File: src/hw/rtl/strict_base64_decoder_top_defines.svh
// Assertion macros shared by the decoder RTL files.
`ifndef STRICT_BASE64_DECODER_TOP_DEFINES_SVH
`define STRICT_BASE64_DECODER_TOP_DEFINES_SVH

// Same-cycle implication, checked outside reset.
`define SB64_ASSERT_NOW(lbl, ante, cons) \
   lbl: assert property (@(posedge clock) disable iff (reset) (ante) |-> (cons)) \
      else $error("sb64 assertion failed");

// Next-cycle implication, checked outside reset.
`define SB64_ASSERT_NEXT(lbl, ante, cons) \
   lbl: assert property (@(posedge clock) disable iff (reset) (ante) |=> (cons)) \
      else $error("sb64 assertion failed");

`endif

File: src/hw/rtl/sb64_pkg.sv
// Types, constants and the alphabet lookup of the strict base64 decoder.
`timescale 1ns / 1ps

package sb64_pkg;

   localparam int unsigned LIMIT_W     = 27;
   localparam int unsigned CSR_ADDR_W  = 3;
   localparam int unsigned CSR_DATA_W  = 32;
   localparam int unsigned QUEUE_DEPTH = 8;
   localparam int unsigned QPTR_W      = $clog2(QUEUE_DEPTH);
   localparam int unsigned QCNT_W      = $clog2(QUEUE_DEPTH + 1);
   localparam int unsigned MAX_PUSH    = 4;
   localparam int unsigned PUSH_W      = $clog2(MAX_PUSH + 1);

   localparam logic [LIMIT_W-1:0] MAX_BYTES_RESET = LIMIT_W'(67108864);

   localparam logic [6:0] SEXTET_PAD = 7'd64;
   localparam logic [6:0] SEXTET_BAD = 7'd65;

   localparam logic [7:0] CHAR_PAD   = 8'h3d;
   localparam logic [7:0] CHAR_PLUS  = 8'h2b;
   localparam logic [7:0] CHAR_SLASH = 8'h2f;

   typedef enum logic [2:0] {
      ST_OK        = 3'd0,
      ST_BAD_CHAR  = 3'd1,
      ST_BAD_PAD   = 3'd2,
      ST_BAD_LEN   = 3'd3,
      ST_TOO_LONG  = 3'd4
   } status_type;

   typedef struct packed {
      logic [7:0] char_code;
      logic       end_of_text;
   } req_type;

   typedef struct packed {
      logic [7:0] data_byte;
      logic       is_status;
      status_type status;
      logic       last;
   } rsp_type;

   typedef struct packed {
      logic [PUSH_W-1:0]          count;
      rsp_type [MAX_PUSH-1:0]     entry;
   } push_type;

   // 0..63 for alphabet characters, SEXTET_PAD for '=', SEXTET_BAD otherwise
   function automatic logic [6:0] sextet_of(input logic [7:0] c);
      logic [6:0] v;
      case (c) inside
         ["A":"Z"]:  v = 7'(c - 8'h41);
         ["a":"z"]:  v = 7'(c - 8'h61 + 8'd26);
         ["0":"9"]:  v = 7'(c - 8'h30 + 8'd52);
         CHAR_PLUS:  v = 7'd62;
         CHAR_SLASH: v = 7'd63;
         CHAR_PAD:   v = SEXTET_PAD;
         default:    v = SEXTET_BAD;
      endcase
      return v;
   endfunction

endpackage

File: src/hw/rtl/sb64_core.sv
// Group assembly, checks and result generation for one registered item.
`timescale 1ns / 1ps
`include "strict_base64_decoder_top_defines.svh"

module sb64_core (
   input  logic                          clock,
   input  logic                          reset,
   input  logic                          fire,
   input  sb64_pkg::req_type             item,
   input  logic [sb64_pkg::LIMIT_W-1:0]  max_bytes,
   output sb64_pkg::push_type            push
);

   logic [1:0]                   pos_ff, pos_in;
   logic [17:0]                  acc_ff, acc_in;
   logic [1:0]                   pad_ff, pad_in;
   sb64_pkg::status_type         err_ff, err_in;
   logic [sb64_pkg::LIMIT_W-1:0] cnt_ff, cnt_in;

   logic [6:0]                   sext;
   logic [5:0]                   v;
   logic [23:0]                  word;
   logic [1:0]                   nbytes;
   logic [1:0]                   nemit;
   logic                         emit;
   logic                         eot;
   logic [sb64_pkg::LIMIT_W:0]   sum;
   logic [7:0]                   bytes [4];
   sb64_pkg::push_type           push_c;

   assign eot = item.end_of_text;

   always_comb begin
      sext   = sb64_pkg::sextet_of(item.char_code);
      v      = sext[5:0];
      pos_in = pos_ff;
      acc_in = acc_ff;
      pad_in = pad_ff;
      cnt_in = cnt_ff;
      err_in = err_ff;
      word   = '0;
      nbytes = '0;
      emit   = 1'b0;
      sum    = '0;
      if (err_ff == sb64_pkg::ST_OK) begin
         if (sext == sb64_pkg::SEXTET_BAD) begin
            err_in = sb64_pkg::ST_BAD_CHAR;
         end else if (sext == sb64_pkg::SEXTET_PAD) begin
            if (pos_ff < 2'd2) begin
               err_in = sb64_pkg::ST_BAD_PAD;
            end else begin
               pad_in = pad_ff + 2'd1;
            end
            v = '0;
         end else if (pad_ff != 2'd0) begin
            err_in = sb64_pkg::ST_BAD_PAD;
         end
         if (err_in == sb64_pkg::ST_OK) begin
            if (pos_ff != 2'd3) begin
               acc_in = {acc_ff[11:0], v};
               pos_in = pos_ff + 2'd1;
            end else begin
               word   = {acc_ff, v};
               nbytes = 2'd3 - pad_in;
               sum    = {1'b0, cnt_ff} + (sb64_pkg::LIMIT_W + 1)'(nbytes);
               if (pad_in != 2'd0 && !eot) begin
                  err_in = sb64_pkg::ST_BAD_PAD;
               end else if (sum > {1'b0, max_bytes}) begin
                  err_in = sb64_pkg::ST_TOO_LONG;
               end else begin
                  emit   = 1'b1;
                  cnt_in = sum[sb64_pkg::LIMIT_W-1:0];
               end
               pos_in = '0;
               acc_in = '0;
               pad_in = '0;
            end
            if (err_in == sb64_pkg::ST_OK && eot && pos_in != 2'd0) begin
               err_in = sb64_pkg::ST_BAD_LEN;
            end
         end
      end
   end

   always_comb begin
      bytes[0] = word[23:16];
      bytes[1] = word[15:8];
      bytes[2] = word[7:0];
      bytes[3] = 8'h00;
      nemit    = emit ? nbytes : 2'd0;
      push_c.count = fire ? (sb64_pkg::PUSH_W'(nemit) + sb64_pkg::PUSH_W'(eot))
                          : '0;
      for (int k = 0; k < sb64_pkg::MAX_PUSH; k++) begin
         if (2'(k) < nemit && k < 3) begin
            push_c.entry[k].data_byte = bytes[k];
            push_c.entry[k].is_status = 1'b0;
            push_c.entry[k].status    = sb64_pkg::ST_OK;
            push_c.entry[k].last      = 1'b0;
         end else begin
            push_c.entry[k].data_byte = 8'h00;
            push_c.entry[k].is_status = 1'b1;
            push_c.entry[k].status    = err_in;
            push_c.entry[k].last      = 1'b1;
         end
      end
   end

   assign push = push_c;

   always_ff @(posedge clock) begin
      if (reset) begin
         pos_ff <= '0;
         acc_ff <= '0;
         pad_ff <= '0;
         err_ff <= sb64_pkg::ST_OK;
         cnt_ff <= '0;
      end else if (fire) begin
         if (eot) begin
            pos_ff <= '0;
            acc_ff <= '0;
            pad_ff <= '0;
            err_ff <= sb64_pkg::ST_OK;
            cnt_ff <= '0;
         end else begin
            pos_ff <= pos_in;
            acc_ff <= acc_in;
            pad_ff <= pad_in;
            err_ff <= err_in;
            cnt_ff <= cnt_in;
         end
      end
   end

   `SB64_ASSERT_NEXT(a_eot_clears, fire && eot, pos_ff == 2'd0 && err_ff == sb64_pkg::ST_OK && cnt_ff == '0)
   `SB64_ASSERT_NEXT(a_err_sticky, fire && !eot && err_ff != sb64_pkg::ST_OK, $stable(err_ff))
   `SB64_ASSERT_NOW(a_no_data_after_err, fire && err_ff != sb64_pkg::ST_OK, push.count == sb64_pkg::PUSH_W'(eot))
   `SB64_ASSERT_NOW(a_push_bound, 1'b1, push.count <= sb64_pkg::PUSH_W'(sb64_pkg::MAX_PUSH))

endmodule

File: src/hw/rtl/sb64_queue.sv
// Result queue: takes up to 4 items per cycle, gives 1 per cycle unless stalled.
`timescale 1ns / 1ps
`include "strict_base64_decoder_top_defines.svh"

module sb64_queue (
   input  logic                clock,
   input  logic                reset,
   input  sb64_pkg::push_type  push,
   output logic                room,
   output logic                rsp_valid,
   input  logic                rsp_stall,
   output sb64_pkg::rsp_type   rsp_item
);

   sb64_pkg::rsp_type              mem_ff [sb64_pkg::QUEUE_DEPTH];
   logic [sb64_pkg::QPTR_W-1:0]    wr_ptr_ff, wr_ptr_in;
   logic [sb64_pkg::QPTR_W-1:0]    rd_ptr_ff, rd_ptr_in;
   logic [sb64_pkg::QCNT_W-1:0]    count_ff, count_in;
   logic [sb64_pkg::QCNT_W:0]      fill_sum;
   logic                           pop;

   assign rsp_valid = (count_ff != '0);
   assign rsp_item  = mem_ff[rd_ptr_ff];
   assign pop       = rsp_valid && !rsp_stall;
   assign room      = (count_ff <= sb64_pkg::QCNT_W'(sb64_pkg::QUEUE_DEPTH -
                                                      sb64_pkg::MAX_PUSH));
   assign fill_sum  = {1'b0, count_ff} + (sb64_pkg::QCNT_W + 1)'(push.count);

   always_comb begin
      wr_ptr_in = wr_ptr_ff + sb64_pkg::QPTR_W'(push.count);
      rd_ptr_in = rd_ptr_ff + sb64_pkg::QPTR_W'(pop);
      count_in  = count_ff + sb64_pkg::QCNT_W'(push.count) - sb64_pkg::QCNT_W'(pop);
   end

   always_ff @(posedge clock) begin
      for (int k = 0; k < sb64_pkg::MAX_PUSH; k++) begin
         if (push.count > sb64_pkg::PUSH_W'(k)) begin
            mem_ff[wr_ptr_ff + sb64_pkg::QPTR_W'(k)] <= push.entry[k];
         end
      end
   end

   always_ff @(posedge clock) begin
      if (reset) begin
         wr_ptr_ff <= '0;
         rd_ptr_ff <= '0;
         count_ff  <= '0;
      end else begin
         wr_ptr_ff <= wr_ptr_in;
         rd_ptr_ff <= rd_ptr_in;
         count_ff  <= count_in;
      end
   end

   `SB64_ASSERT_NOW(a_no_overflow, 1'b1, fill_sum <= (sb64_pkg::QCNT_W+1)'(sb64_pkg::QUEUE_DEPTH))
   `SB64_ASSERT_NOW(a_ptr_gap, 1'b1, sb64_pkg::QPTR_W'(wr_ptr_ff - rd_ptr_ff) == sb64_pkg::QPTR_W'(count_ff))
   `SB64_ASSERT_NEXT(a_drain, pop && push.count == '0, count_ff == $past(count_ff) - sb64_pkg::QCNT_W'(1))

endmodule

File: src/hw/rtl/strict_base64_decoder_top.sv
// Top level of the strict base64 decoder: input register, register port, core and queue.
//
//   channel | ports               | carries
//   --------+---------------------+-----------------------------------------
//   request | req_valid/req_stall | req_item: one character, end-of-text flag
//   result  | rsp_valid/rsp_stall | rsp_item: data byte or end-of-text status
//   config  | csr_* (APB style)   | max_decoded_bytes at byte address 0
//
// While req_stall is low, one character per cycle enters the input register to be decoded.
// A character is decoded only while the result queue has room for four items.
// Results go to the queue memory, which drains one item per cycle while rsp_stall is low.
// A group with end of text yields up to four items, so a stalled result side stops input.
// Synchronous reset clears control state; max_decoded_bytes resets to 67108864.
`timescale 1ns / 1ps

module strict_base64_decoder_top (
   input  logic                                clock,
   input  logic                                reset,
   input  logic                                req_valid,
   output logic                                req_stall,
   input  sb64_pkg::req_type                   req_item,
   output logic                                rsp_valid,
   input  logic                                rsp_stall,
   output sb64_pkg::rsp_type                   rsp_item,
   input  logic                                csr_psel,
   input  logic                                csr_penable,
   input  logic                                csr_pwrite,
   input  logic [sb64_pkg::CSR_ADDR_W-1:0]     csr_paddr,
   input  logic [sb64_pkg::CSR_DATA_W-1:0]     csr_pwdata,
   output logic [sb64_pkg::CSR_DATA_W-1:0]     csr_prdata,
   output logic                                csr_pready
);

   logic                          in_valid_ff, in_valid_in;
   sb64_pkg::req_type             in_item_ff;
   logic [sb64_pkg::LIMIT_W-1:0]  max_bytes_ff, max_bytes_in;
   logic                          room;
   logic                          fire;
   logic                          accept;
   logic                          csr_wr;
   sb64_pkg::push_type            push;

   assign csr_pready = 1'b1;
   assign csr_wr     = csr_psel && csr_penable && csr_pwrite && csr_pready;
   assign csr_prdata = (csr_paddr[2] == 1'b0)
                       ? sb64_pkg::CSR_DATA_W'(max_bytes_ff) : '0;

   assign fire      = in_valid_ff && room;
   assign req_stall = in_valid_ff && !room;
   assign accept    = req_valid && !req_stall;

   always_comb begin
      in_valid_in  = accept ? 1'b1 : (fire ? 1'b0 : in_valid_ff);
      max_bytes_in = (csr_wr && csr_paddr[2] == 1'b0)
                     ? csr_pwdata[sb64_pkg::LIMIT_W-1:0] : max_bytes_ff;
   end

   always_ff @(posedge clock) begin
      if (reset) begin
         in_valid_ff  <= 1'b0;
         max_bytes_ff <= sb64_pkg::MAX_BYTES_RESET;
      end else begin
         in_valid_ff  <= in_valid_in;
         max_bytes_ff <= max_bytes_in;
      end
   end

   always_ff @(posedge clock) begin
      if (accept) begin
         in_item_ff <= req_item;
      end
   end

   sb64_core u_core (
      .clock     (clock),
      .reset     (reset),
      .fire      (fire),
      .item      (in_item_ff),
      .max_bytes (max_bytes_ff),
      .push      (push)
   );

   sb64_queue u_queue (
      .clock     (clock),
      .reset     (reset),
      .push      (push),
      .room      (room),
      .rsp_valid (rsp_valid),
      .rsp_stall (rsp_stall),
      .rsp_item  (rsp_item)
   );

endmodule
File: config.mk
export PLATFORM = sky130hd
export DESIGN_NAME = strict_base64_decoder_top
export DESIGN_NICKNAME = d
export VERILOG_FILES = /design/src/hw/rtl/sb64_pkg.sv /design/src/hw/rtl/sb64_core.sv /design/src/hw/rtl/sb64_queue.sv /design/src/hw/rtl/strict_base64_decoder_top.sv
export VERILOG_INCLUDE_DIRS = /design/src /design/src/hw/rtl
export SDC_FILE = /design/constraint.sdc
export NUM_CORES = 1
export LEC_CHECK = 0
export BUFFER_PORTS_ARGS = -buffer_cell sky130_fd_sc_hd__buf_2
export CAP_MARGIN = 20
export CELL_PAD_IN_SITES_DETAIL_PLACEMENT = 1
export CELL_PAD_IN_SITES_GLOBAL_PLACEMENT = 1
export CORE_UTILIZATION = 50
export DETAILED_ROUTE_END_ITERATION = 16
export GPL_TIMING_DRIVEN = 0
export PLACE_DENSITY = 0.86
export SYNTH_ARGS = -nofsm -noshare
export SYNTH_HDL_FRONTEND = slang
export SYNTH_SLANG_ARGS = --single-unit
File: constraint.sdc
create_clock -name clock -period 16.5 [get_ports clock]
set_clock_uncertainty 0.1 [all_clocks]
set_input_delay 1.65 -clock clock [delete_from_list [all_inputs] [get_ports clock]]
set_output_delay 1.65 -clock clock [all_outputs]
set_load 0.01 [all_outputs]
Word level (Yosys, flattened, before mapping)
Memories as Yosys holds them, arrays and structs flattened. A register that Yosys moved wholly into a read port is not among the register bits.
Index checks and enable logic that the tools add are counted.
{"block": "op_classes", "mul": 0, "bitwise_logic": 1, "n_div": 0, "n_eq_ne": 9, "muxes": 74, "magnitude_cmp": 16, "reduce_logical": 30, "shift": 0, "addsub": 17}
{"op": "27-bit 2-to-1 mux", "count": 7}
{"op": "18-bit 2-to-1 mux", "count": 4}
{"op": "24-bit 2-to-1 mux", "count": 3}
{"op": "3-bit 2-to-1 mux", "count": 16}
{"op": "13-bit 2-to-1 mux", "count": 3}
{"op": "2-bit 2-to-1 mux", "count": 18}
{"op": "7-bit 2-to-1 mux", "count": 5}
{"op": "27-bit by 2-bit adder with 28-bit output", "count": 1}
{"op": "28-bit by 27-bit > comparator with 1-bit output", "count": 1}
{"op": "8-bit by 6-bit equality test with 1-bit output, second input constant", "count": 3}
{"op": "8-bit by 7-bit greater-or-equal comparator with 1-bit output, second input constant", "count": 2}
{"op": "8-bit by 7-bit less-or-equal comparator with 1-bit output, second input constant", "count": 2}
{"op": "1-bit 2-to-1 mux", "count": 16}
{"op": "7-bit equality test, second input constant", "count": 2}
{"op": "7-bit subtractor, second input constant", "count": 2}
{"op": "1-bit logical AND", "count": 13}
{"op": "6-bit 2-to-1 mux", "count": 2}
{"op": "2-bit nonzero test", "count": 6}
{"op": "3-bit logical NOT", "count": 3}
{"op": "8-bit by 6-bit greater-or-equal comparator with 1-bit output, second input constant", "count": 1}
{"op": "8-bit by 6-bit less-or-equal comparator with 1-bit output, second input constant", "count": 1}
{"op": "2-bit != test, second input constant", "count": 4}
{"op": "7-bit by 5-bit adder with 7-bit output, second input constant", "count": 1}
{"op": "7-bit by 6-bit adder with 7-bit output, second input constant", "count": 1}
{"op": "22 further kinds", "count": 30}
{"block": "word_totals", "n_memories": 1, "regBits": 99, "mem_bits_rw": 104, "in_bits": 51, "out_inout_bits": 48, "latch_bits": 0, "mem_bits_ro": 0}
{"memory": "u_queue.mem_ff", "depth": 8, "width": 13, "rd": 1, "rd_ports_with_merged_regs": 1, "write_ports": 4, "line_no": "sb64_queue.sv:15", "source": "sb64_pkg::rsp_type mem_ff [sb64_pkg::QUEUE_DEPTH];"}

Longest topological paths before layout
Gate-level depths: netlist of the first run.
{"block": "logic_depth", "word_depth": 26, "depth_mapped": 41}

Cells and area by module
A second synthesis of the first run with hierarchy kept.
{"block": "hier_totals", "cells_unflattened": 1529, "area_unflattened_um2": 14168.6}
{"module": "sb64_queue", "seq_area_each_um2": 3323.2, "cells_per_inst": 734, "n_inst": 1, "area_each_um2": 7663.6}
{"module": "sb64_core", "seq_area_each_um2": 1041.0, "cells_per_inst": 626, "n_inst": 1, "area_each_um2": 4712.0}
{"module": "strict_base64_decoder_top", "seq_area_each_um2": 830.8, "cells_per_inst": 169, "n_inst": 1, "area_each_um2": 1793.0}

Worst setup path before layout of the first run
OpenSTA, ideal clock, no wires.
{"block": "synth_timing", "kind": "reg2reg", "start": "register in_item_ff[3] (netlist bit)", "end": "memory u_queue.mem_ff[4][12] (netlist bit)", "t_required_ps": 16272, "n_path_buf": 4, "setup_ps": 128, "path_slack_ps": 7779, "arrival_ps": 8493, "synth_period_minus_slack_ps": 8721, "path_stages_with_launch": 39, "path_cell_list": "edfxtp_1 > inv_1 > ha_1 > a21o_1 > a211oi_2 > nand2_2 > o21ai_0 > nor3_4 > and2_1 > buf_2 > a21oi_4 > clkbuf_1 > fa_1 > and3_1 > nand3_1 > or3_1 > nor2_1 > nand3_1 > [3 not listed] > o21ai_0 > a32oi_1 > o21ai_0 > a31oi_1 > or2_2 > a211oi_4 > buf_4 > buf_2 > and2_1 > ha_1 > ha_1 > nor2_1 > or3_1 > nor3_1 > nor3_1 > and2_1 > o21ai_0 > o211ai_1"}
{"element": "from (decl)", "line_no": "strict_base64_decoder_top.sv:35", "source": "sb64_pkg::req_type in_item_ff;"}
{"element": "from (signal assigned)", "line_no": "strict_base64_decoder_top.sv:70", "source": "in_item_ff <= req_item;"}
{"element": "to (decl)", "line_no": "sb64_queue.sv:15"}

==> impl_metrics.env, run 1 <==
export IMPL_status="complete, no violations"
export IMPL_synth_enable_flop_cells=33
export IMPL_avgSynthCellArea_sq_um=8.93
export IMPL_netlist_instances=1340
export IMPL_irDropWorstVdd_mv=0.0542
export IMPL_avgRoutedWirePerCell_um=26.8
export IMPL_slew_limit_headroom_pct=24.8
export IMPL_io_buffer_count=84
export IMPL_syn2layout_area_growth_pct=12.6
export IMPL_placement_rows=56
export IMPL_drc=0
export IMPL_routed_wl_um=47700
export IMPL_fin_area_sq_um=13500
export IMPL_antenna_violating_nets_post_route=0
export IMPL_clkTransAtPathRegs_ns=0.09
export IMPL_asyncSetResetFlopFracSynth_pct=0
export IMPL_dr_first_iter_drc_count=1315
export IMPL_max_slew_worst_pin_slew_ns=1.12
export IMPL_clk_root_buffer_cell="clkbuf_16"
export IMPL_h_tree_depth=4
export IMPL_grt_antenna_before_repair=0
export IMPL_ys_seq_area_share_pct=35.4
export IMPL_rsz_0062_raised_after_global_routing="false"
export IMPL_synth_yosys_warnings=0
export IMPL_final_hold_viol_count=0
export IMPL_placed_area_sq_um=12800
export IMPL_cts_root_to_sink_buffers=2
export IMPL_max_cap_viol_count=0
export IMPL_most_common_layout_cells="162 x dfxtp_1, 152 x nand2_1, 99 x buf_2, 94 x nor2_1, 89 x a21oi_1"
export IMPL_grt_max_degree=23
export IMPL_number_of_cts_inserted_buffers=17
export IMPL_post_drt_via_cell_ratio=6.79
export IMPL_seqCellArea_sq_um=4230
export IMPL_num_antenna_cells=0
export IMPL_final_setup_tns_ns=0
export IMPL_cts_hold_buf=0
export IMPL_worst_ep_arrival_time_ns=11.59
export IMPL_combPwrFrac_pct=24.9
export IMPL_worstHoldPathType="reg2reg"
export IMPL_worst_path_dominant_cell_family="compound AO/OA/AOI/OAI gates"
export IMPL_finalMaxSlewViolations=0
export IMPL_critical_path_slowest_cell="nor4_1"
export IMPL_place_detailed_hpwl_um=36200
export IMPL_synth_largest_area_cell="dfxtp_1"
export IMPL_cp_required_ns=16.55
export IMPL_clk_insertion_delay_late_ns=0.47
export IMPL_synth_top_area_share_pct=27.1
export IMPL_worst_path_max_fanout=11
export IMPL_critical_path_startpoint="in_item_ff[3]"
export IMPL_worstPathBufferInverterCount=7
export IMPL_slowest_delay_ns=0.90
export IMPL_switching_share_pct=35.5
export IMPL_grt_first_pass_wirelength_um=73000
export IMPL_width_of_the_chip_um=157
export IMPL_r2r_slack_ns=4.96
export IMPL_drt_first_pass_iters=7
export IMPL_post_cts_resized_instances=0
export IMPL_grtUsageTotal_pct=39.9
export IMPL_route_vias_total=12100
export IMPL_worst_setup_path_start_kind="flop"
export IMPL_netlist_area_before_placement_sq_um=12000
export IMPL_drive_above_1_share_pct=15.4
export IMPL_final_setup_worst_slack_ns=4.96
export IMPL_initial_core_utilization_pct=51.0
export IMPL_die_area_sq_um=24600
export IMPL_mostFrequentLayoutCell="dfxtp_1"
export IMPL_fmax_ghz=0.0867
export IMPL_tritoncts="done"
export IMPL_clock_sinks=195
export IMPL_postSynth_topFlopCell="dfxtp_1"
export IMPL_final_min_clock_period_ns=11.54
export IMPL_postSynthRegisterBits=195
export IMPL_first_global_vias=12300
export IMPL_seqPwrFrac_pct=40.5
export IMPL_worst_setup_path_end_kind="flop"
export IMPL_netlist_top_cells_area="dfxtp_1 27%, edfxtp_1 8.3%, ha_1 5.5%, o221ai_1 4.8%, nand2_1 4.8%"
export IMPL_internal_power_consumption_mw=0.841
export IMPL_p_per_area_nw_per_um2=96.7
export IMPL_finalWeightedCongestion=1.01
export IMPL_yosysUniqueCellTypes=86
export IMPL_die_height_um=157
export IMPL_buffer_count_from_post_cts_setup_fixing=0
export IMPL_floorplan_io_pins=99
export IMPL_finalNetCount=1559
export IMPL_leakagePower_nw=5.01
export IMPL_total_area_of_multi_input_combinational_cells_sq_um=7100
export IMPL_fillers=2793
export IMPL_pre_cts_ws_ns=5.50
export IMPL_worstReg2RegStart="in_item_ff[3]"
export IMPL_hold_path_startpoint="max_bytes_ff[17]"
export IMPL_min_period_over_period_pct=69.9
export IMPL_grt_ovfl_total=0
export IMPL_report_final_setup_viol=0
export IMPL_cpMostUsedCell="ha_1"
export IMPL_power_share_clock_pct=34.6
export IMPL_fp_coreArea_sq_um=23500
export IMPL_switchingPower_mw=0.462
export IMPL_critPathKind="reg2reg"
## stage by stage
stage          util (%)  power (mW)  hold slack [ns]  std cells
3_3_place_gp       54.6       0.831            0.342       1747
3_5_place_dp       54.6       0.849            0.348       1750
2_1_floorplan         -       0.739            0.332       1344
4_1_cts            57.3        1.29            0.360       1782
6_report           57.4        1.30            0.360       1784
5_1_grt            57.4        1.34            0.384       1784
## routing by layer
| layer | vias to the layer above | GRT usage (%) | part of all wire [%] |
|---|---|---|---|
| met5 | - | 0 | 0 |
| met1 | 5945 | 49.1 | 39 |
| met3 | 169 | 8.06 | 8.3 |
| met4 | 0 | 23.2 | 5.6 |
| met2 | 668 | 64.6 | 47 |
| li1 | 5326 | - | - |
## power groups by stage
stage / clock network, mW / logic (mW) / registers, mW
after global routing: 0.467 / 0.347 / 0.529
after detailed placement: 0 / 0.312 / 0.537
final: 0.452 / 0.324 / 0.528
after floorplan: 0 / 0.210 / 0.530
after CTS: 0.450 / 0.316 / 0.526
after global placement: 0 / 0.296 / 0.535
## cells by family after synthesis
kind of cell	Yosys count	share of synthesized area [%]
adder cells (fa/ha/maj)	56	6.04
XOR/XNOR	38	2.78
AO/OA/AOI/OAI	376	24.5
other	2	0.0627
multiplexers	41	6.08
flip-flops	195	35.4
buffers and inverters	157	5.42
AND/OR/NAND/NOR	475	19.7
## sequential cells by signal (all words and copies together), names as in the netlist, 3 cells and up
name and cells:
in_item_ff 9, max_bytes_ff 27, u_core.acc_ff 18, u_core.cnt_ff 27, u_core.err_ff 3, u_queue.count_ff 4
u_queue.mem_ff 96, u_queue.rd_ptr_ff 3, u_queue.wr_ptr_ff 3
## tightest hold or removal path: stages, from the launching register on
cell and delay, ns:
dfxtp_1 0.32, nand2_1 0.05, a21oi_1 0.05
## final timing paths
path | end | depth (start not counted)
max | u_queue.mem_ff[3][2] | 37
min reg2reg | max_bytes_ff[17] | 2
min | max_bytes_ff[17] | 2
max reg2reg | u_queue.mem_ff[3][2] | 37
## synthesized netlist by cell type (all sizes together), types with 4 or more instances
library cell / count
a32oi: 9
o211ai: 13
a31oi: 16
mux2: 14
xor2: 7
clkbuf: 51
nand2b: 5
buf: 31
or4: 5
o31ai: 8
a221oi: 22
o211a: 6
a41o: 9
nor3: 30
a21oi: 91
and2: 13
a22oi: 26
nor2: 94
o221ai: 66
a32o: 9
o21ai: 39
a311o: 4
dfxtp: 162
ha: 53
and3: 13
mux4: 24
nand3: 72
a211oi: 9
nor2b: 11
edfxtp: 33
a2111oi: 7
nand4: 53
xnor2: 31
nand2: 153
a221o: 4
or3: 9
inv: 74
o2111ai: 5
a21o: 12
## area by class of cell
cell class                 instances  share of cell area, %
buffer                            82                   2.73
clock buffer                      17                   3.16
clock inverter                    15                   1.49
inverter                          75                   2.09
multi-input combinational        992                   52.7
sequential                       195                   31.4
tap                              319                   2.96
timing repair buffer              89                   3.44
Power figures use the tool's default switching activity.
==> inputs of run 2 (changes only) <==
--- a/config.mk
+++ b/config.mk
@@ -10,10 +10,10 @@
 export CAP_MARGIN = 20
 export CELL_PAD_IN_SITES_DETAIL_PLACEMENT = 1
 export CELL_PAD_IN_SITES_GLOBAL_PLACEMENT = 1
-export CORE_UTILIZATION = 50
+export CORE_UTILIZATION = 47
 export DETAILED_ROUTE_END_ITERATION = 16
 export GPL_TIMING_DRIVEN = 0
-export PLACE_DENSITY = 0.86
+export PLACE_DENSITY = 0.81
 export SYNTH_ARGS = -nofsm -noshare
 export SYNTH_HDL_FRONTEND = slang
 export SYNTH_SLANG_ARGS = --single-unit
==> constraint.sdc (replaced) <==
create_clock -name clock -period 12 [get_ports clock]
set_clock_uncertainty 0.1 [all_clocks]
set_input_delay 1.2 -clock clock [delete_from_list [all_inputs] [get_ports clock]]
set_output_delay 1.2 -clock clock [all_outputs]
set_load 0.01 [all_outputs]
==> impl_metrics.env, run 2 (synthesized netlist as in run 1, its figures left out) <==
export IMPL_max_cap_viol_count=0
export IMPL_min_period_over_period_pct=95.4
export IMPL_final_min_clock_period_ns=11.45
export IMPL_final_setup_tns_ns=0
export IMPL_biggest_regs="u_queue.mem_ff (96), max_bytes_ff (27), u_core.cnt_ff (27)"
export IMPL_num_antenna_cells=0
export IMPL_max_slew_worst_pin_slew_ns=1.12
export IMPL_place_detailed_hpwl_um=35000
export IMPL_internal_power_consumption_mw=1.17
export IMPL_first_global_vias=12100
export IMPL_buffer_count_from_post_cts_setup_fixing=0
export IMPL_grt_first_pass_wirelength_um=70700
export IMPL_fmax_ghz=0.0873
export IMPL_grtUsageTotal_pct=35.4
export IMPL_placement_rows=58
export IMPL_io_buffer_count=84
export IMPL_critical_path_slowest_cell="nor4_1"
export IMPL_number_of_cts_inserted_buffers=17
export IMPL_route_vias_total=11900
export IMPL_worst_hold_slack_ns=0.358
export IMPL_most_common_layout_cells="162 x dfxtp_1, 152 x nand2_1, 100 x buf_2, 94 x nor2_1, 88 x a21oi_1"
export IMPL_p_per_area_nw_per_um2=131
export IMPL_report_final_setup_viol=0
export IMPL_h_tree_depth=4
export IMPL_worst_setup_path_end_kind="flop"
export IMPL_worst_setup_path_start_kind="flop"
export IMPL_finalMaxSlewViolations=0
export IMPL_finalWeightedCongestion=1.02
export IMPL_critPathKind="reg2reg"
export IMPL_slew_limit_headroom_pct=24.6
export IMPL_avgRoutedWirePerCell_um=25.6
export IMPL_syn2layout_area_growth_pct=12.5
export IMPL_fin_area_sq_um=13500
export IMPL_cts_root_to_sink_buffers=2
export IMPL_rsz_0062_raised_after_global_routing="false"
export IMPL_irDropWorstVdd_mv=0.0952
export IMPL_switching_share_pct=33.8
export IMPL_dr_first_iter_drc_count=1164
export IMPL_clock_sinks=195
export IMPL_switchingPower_mw=0.595
export IMPL_floorplan_io_pins=99
export IMPL_grt_antenna_before_repair=0
export IMPL_final_hold_viol_count=0
export IMPL_clkTransAtPathRegs_ns=0.09
export IMPL_die_height_um=162
export IMPL_initial_core_utilization_pct=47.7
export IMPL_tritoncts="done"
export IMPL_routed_wl_um=45900
export IMPL_largest_register_ffs=96
export IMPL_worstPathBufferInverterCount=6
export IMPL_placed_area_sq_um=12800
export IMPL_leakagePower_nw=5.01
export IMPL_power_share_clock_pct=34.7
export IMPL_worst_path_dominant_cell_family="simple AND/OR/NAND/NOR gates"
export IMPL_slowest_delay_ns=0.84
export IMPL_width_of_the_chip_um=162
export IMPL_drt_first_pass_iters=5
export IMPL_drive_above_1_share_pct=15.4
export IMPL_worstHoldPathType="reg2reg"
export IMPL_die_area_sq_um=26100
export IMPL_antenna_violating_nets_post_route=0
export IMPL_fp_coreArea_sq_um=25100
export IMPL_registers_top_by_ff_count="u_queue.mem_ff"
export IMPL_cpMostUsedCell="ha_1"
export IMPL_worst_path_max_fanout=11
export IMPL_status="complete, no violations"
export IMPL_worst_ep_arrival_time_ns=11.71
export IMPL_clk_insertion_delay_late_ns=0.45
export IMPL_finalNetCount=1559
export IMPL_mostFrequentLayoutCell="dfxtp_1"
export IMPL_seqPwrFrac_pct=41.1
export IMPL_grt_max_degree=21
export IMPL_cp_required_ns=12.26
export IMPL_clk_root_buffer_cell="clkbuf_16"
export IMPL_grt_ovfl_total=0
export IMPL_post_drt_via_cell_ratio=6.62
export IMPL_combPwrFrac_pct=24.1
export IMPL_drc=0
[run 2: layout make-up]
class                           instances  area (sq um)
Fill cell                            3022         11600
Multi-Input combinational cell        992          7110
Sequential cell                       195          4230
Timing Repair Buffer                   89           453
Clock buffer                           17           425
Tap cell                              330           413
Buffer                                 82           368
Inverter                               75           282
Clock inverter                         15           185
[run 2: final timing paths]
path                                       start                    to  slack [ns]  depth (start not counted)
worst min-delay path            max_bytes_ff[12]      max_bytes_ff[12]        0.36                          2
worst max register to register     in_item_ff[3]  u_queue.mem_ff[3][7]        0.55                         38
worst max-delay path               in_item_ff[3]  u_queue.mem_ff[3][7]        0.55                         38
worst min register to register  max_bytes_ff[12]      max_bytes_ff[12]        0.36                          2
[run 2: power groups by stage]
stage	sequential [mW]	combinational [mW]	clock, mW
floorplan	0.728	0.288	0
global placement	0.736	0.404	0
detailed placement	0.737	0.419	0
CTS	0.723	0.422	0.610
global route	0.726	0.458	0.638
finish	0.724	0.425	0.611
[run 2: what timing repair did]
action | in CTS | in global routing
resized for setup | 0 | 2
hold endpoints to repair | 0 | 0
hold buffers | 0 | 0
setup endpoints to repair | 0 | 8
[run 2: routing by layer]
metal / GRT usage (%) / share of wire, % / up-vias
met2: 57.1 / 46 / 531
met5: 0 / 0 / -
met3: 8.53 / 7.9 / 128
li1: - / - / 5317
met1: 44.9 / 42 / 5914
met4: 15.5 / 4.3 / 0
[run 2: metrics by stage]
stage	utilization [%]	total power, mW	instances	setup WS [ns]
6_report	53.7	1.76	1795	0.547
5_1_grt	53.7	1.82	1795	0.00796
4_1_cts	53.6	1.75	1793	0.731
3_5_place_dp	51.1	1.16	1761	0.815
3_3_place_gp	51.1	1.14	1758	0.729
2_1_floorplan	-	1.02	1344	3.28
[run 2: worst min-delay path: cells and delay by family, from the launching register on]
kind | cells | cell delay (ns)
AO/OA/AOI/OAI | 1 | 0.05
flip-flops | 1 | 0.32
AND/OR/NAND/NOR | 1 | 0.05
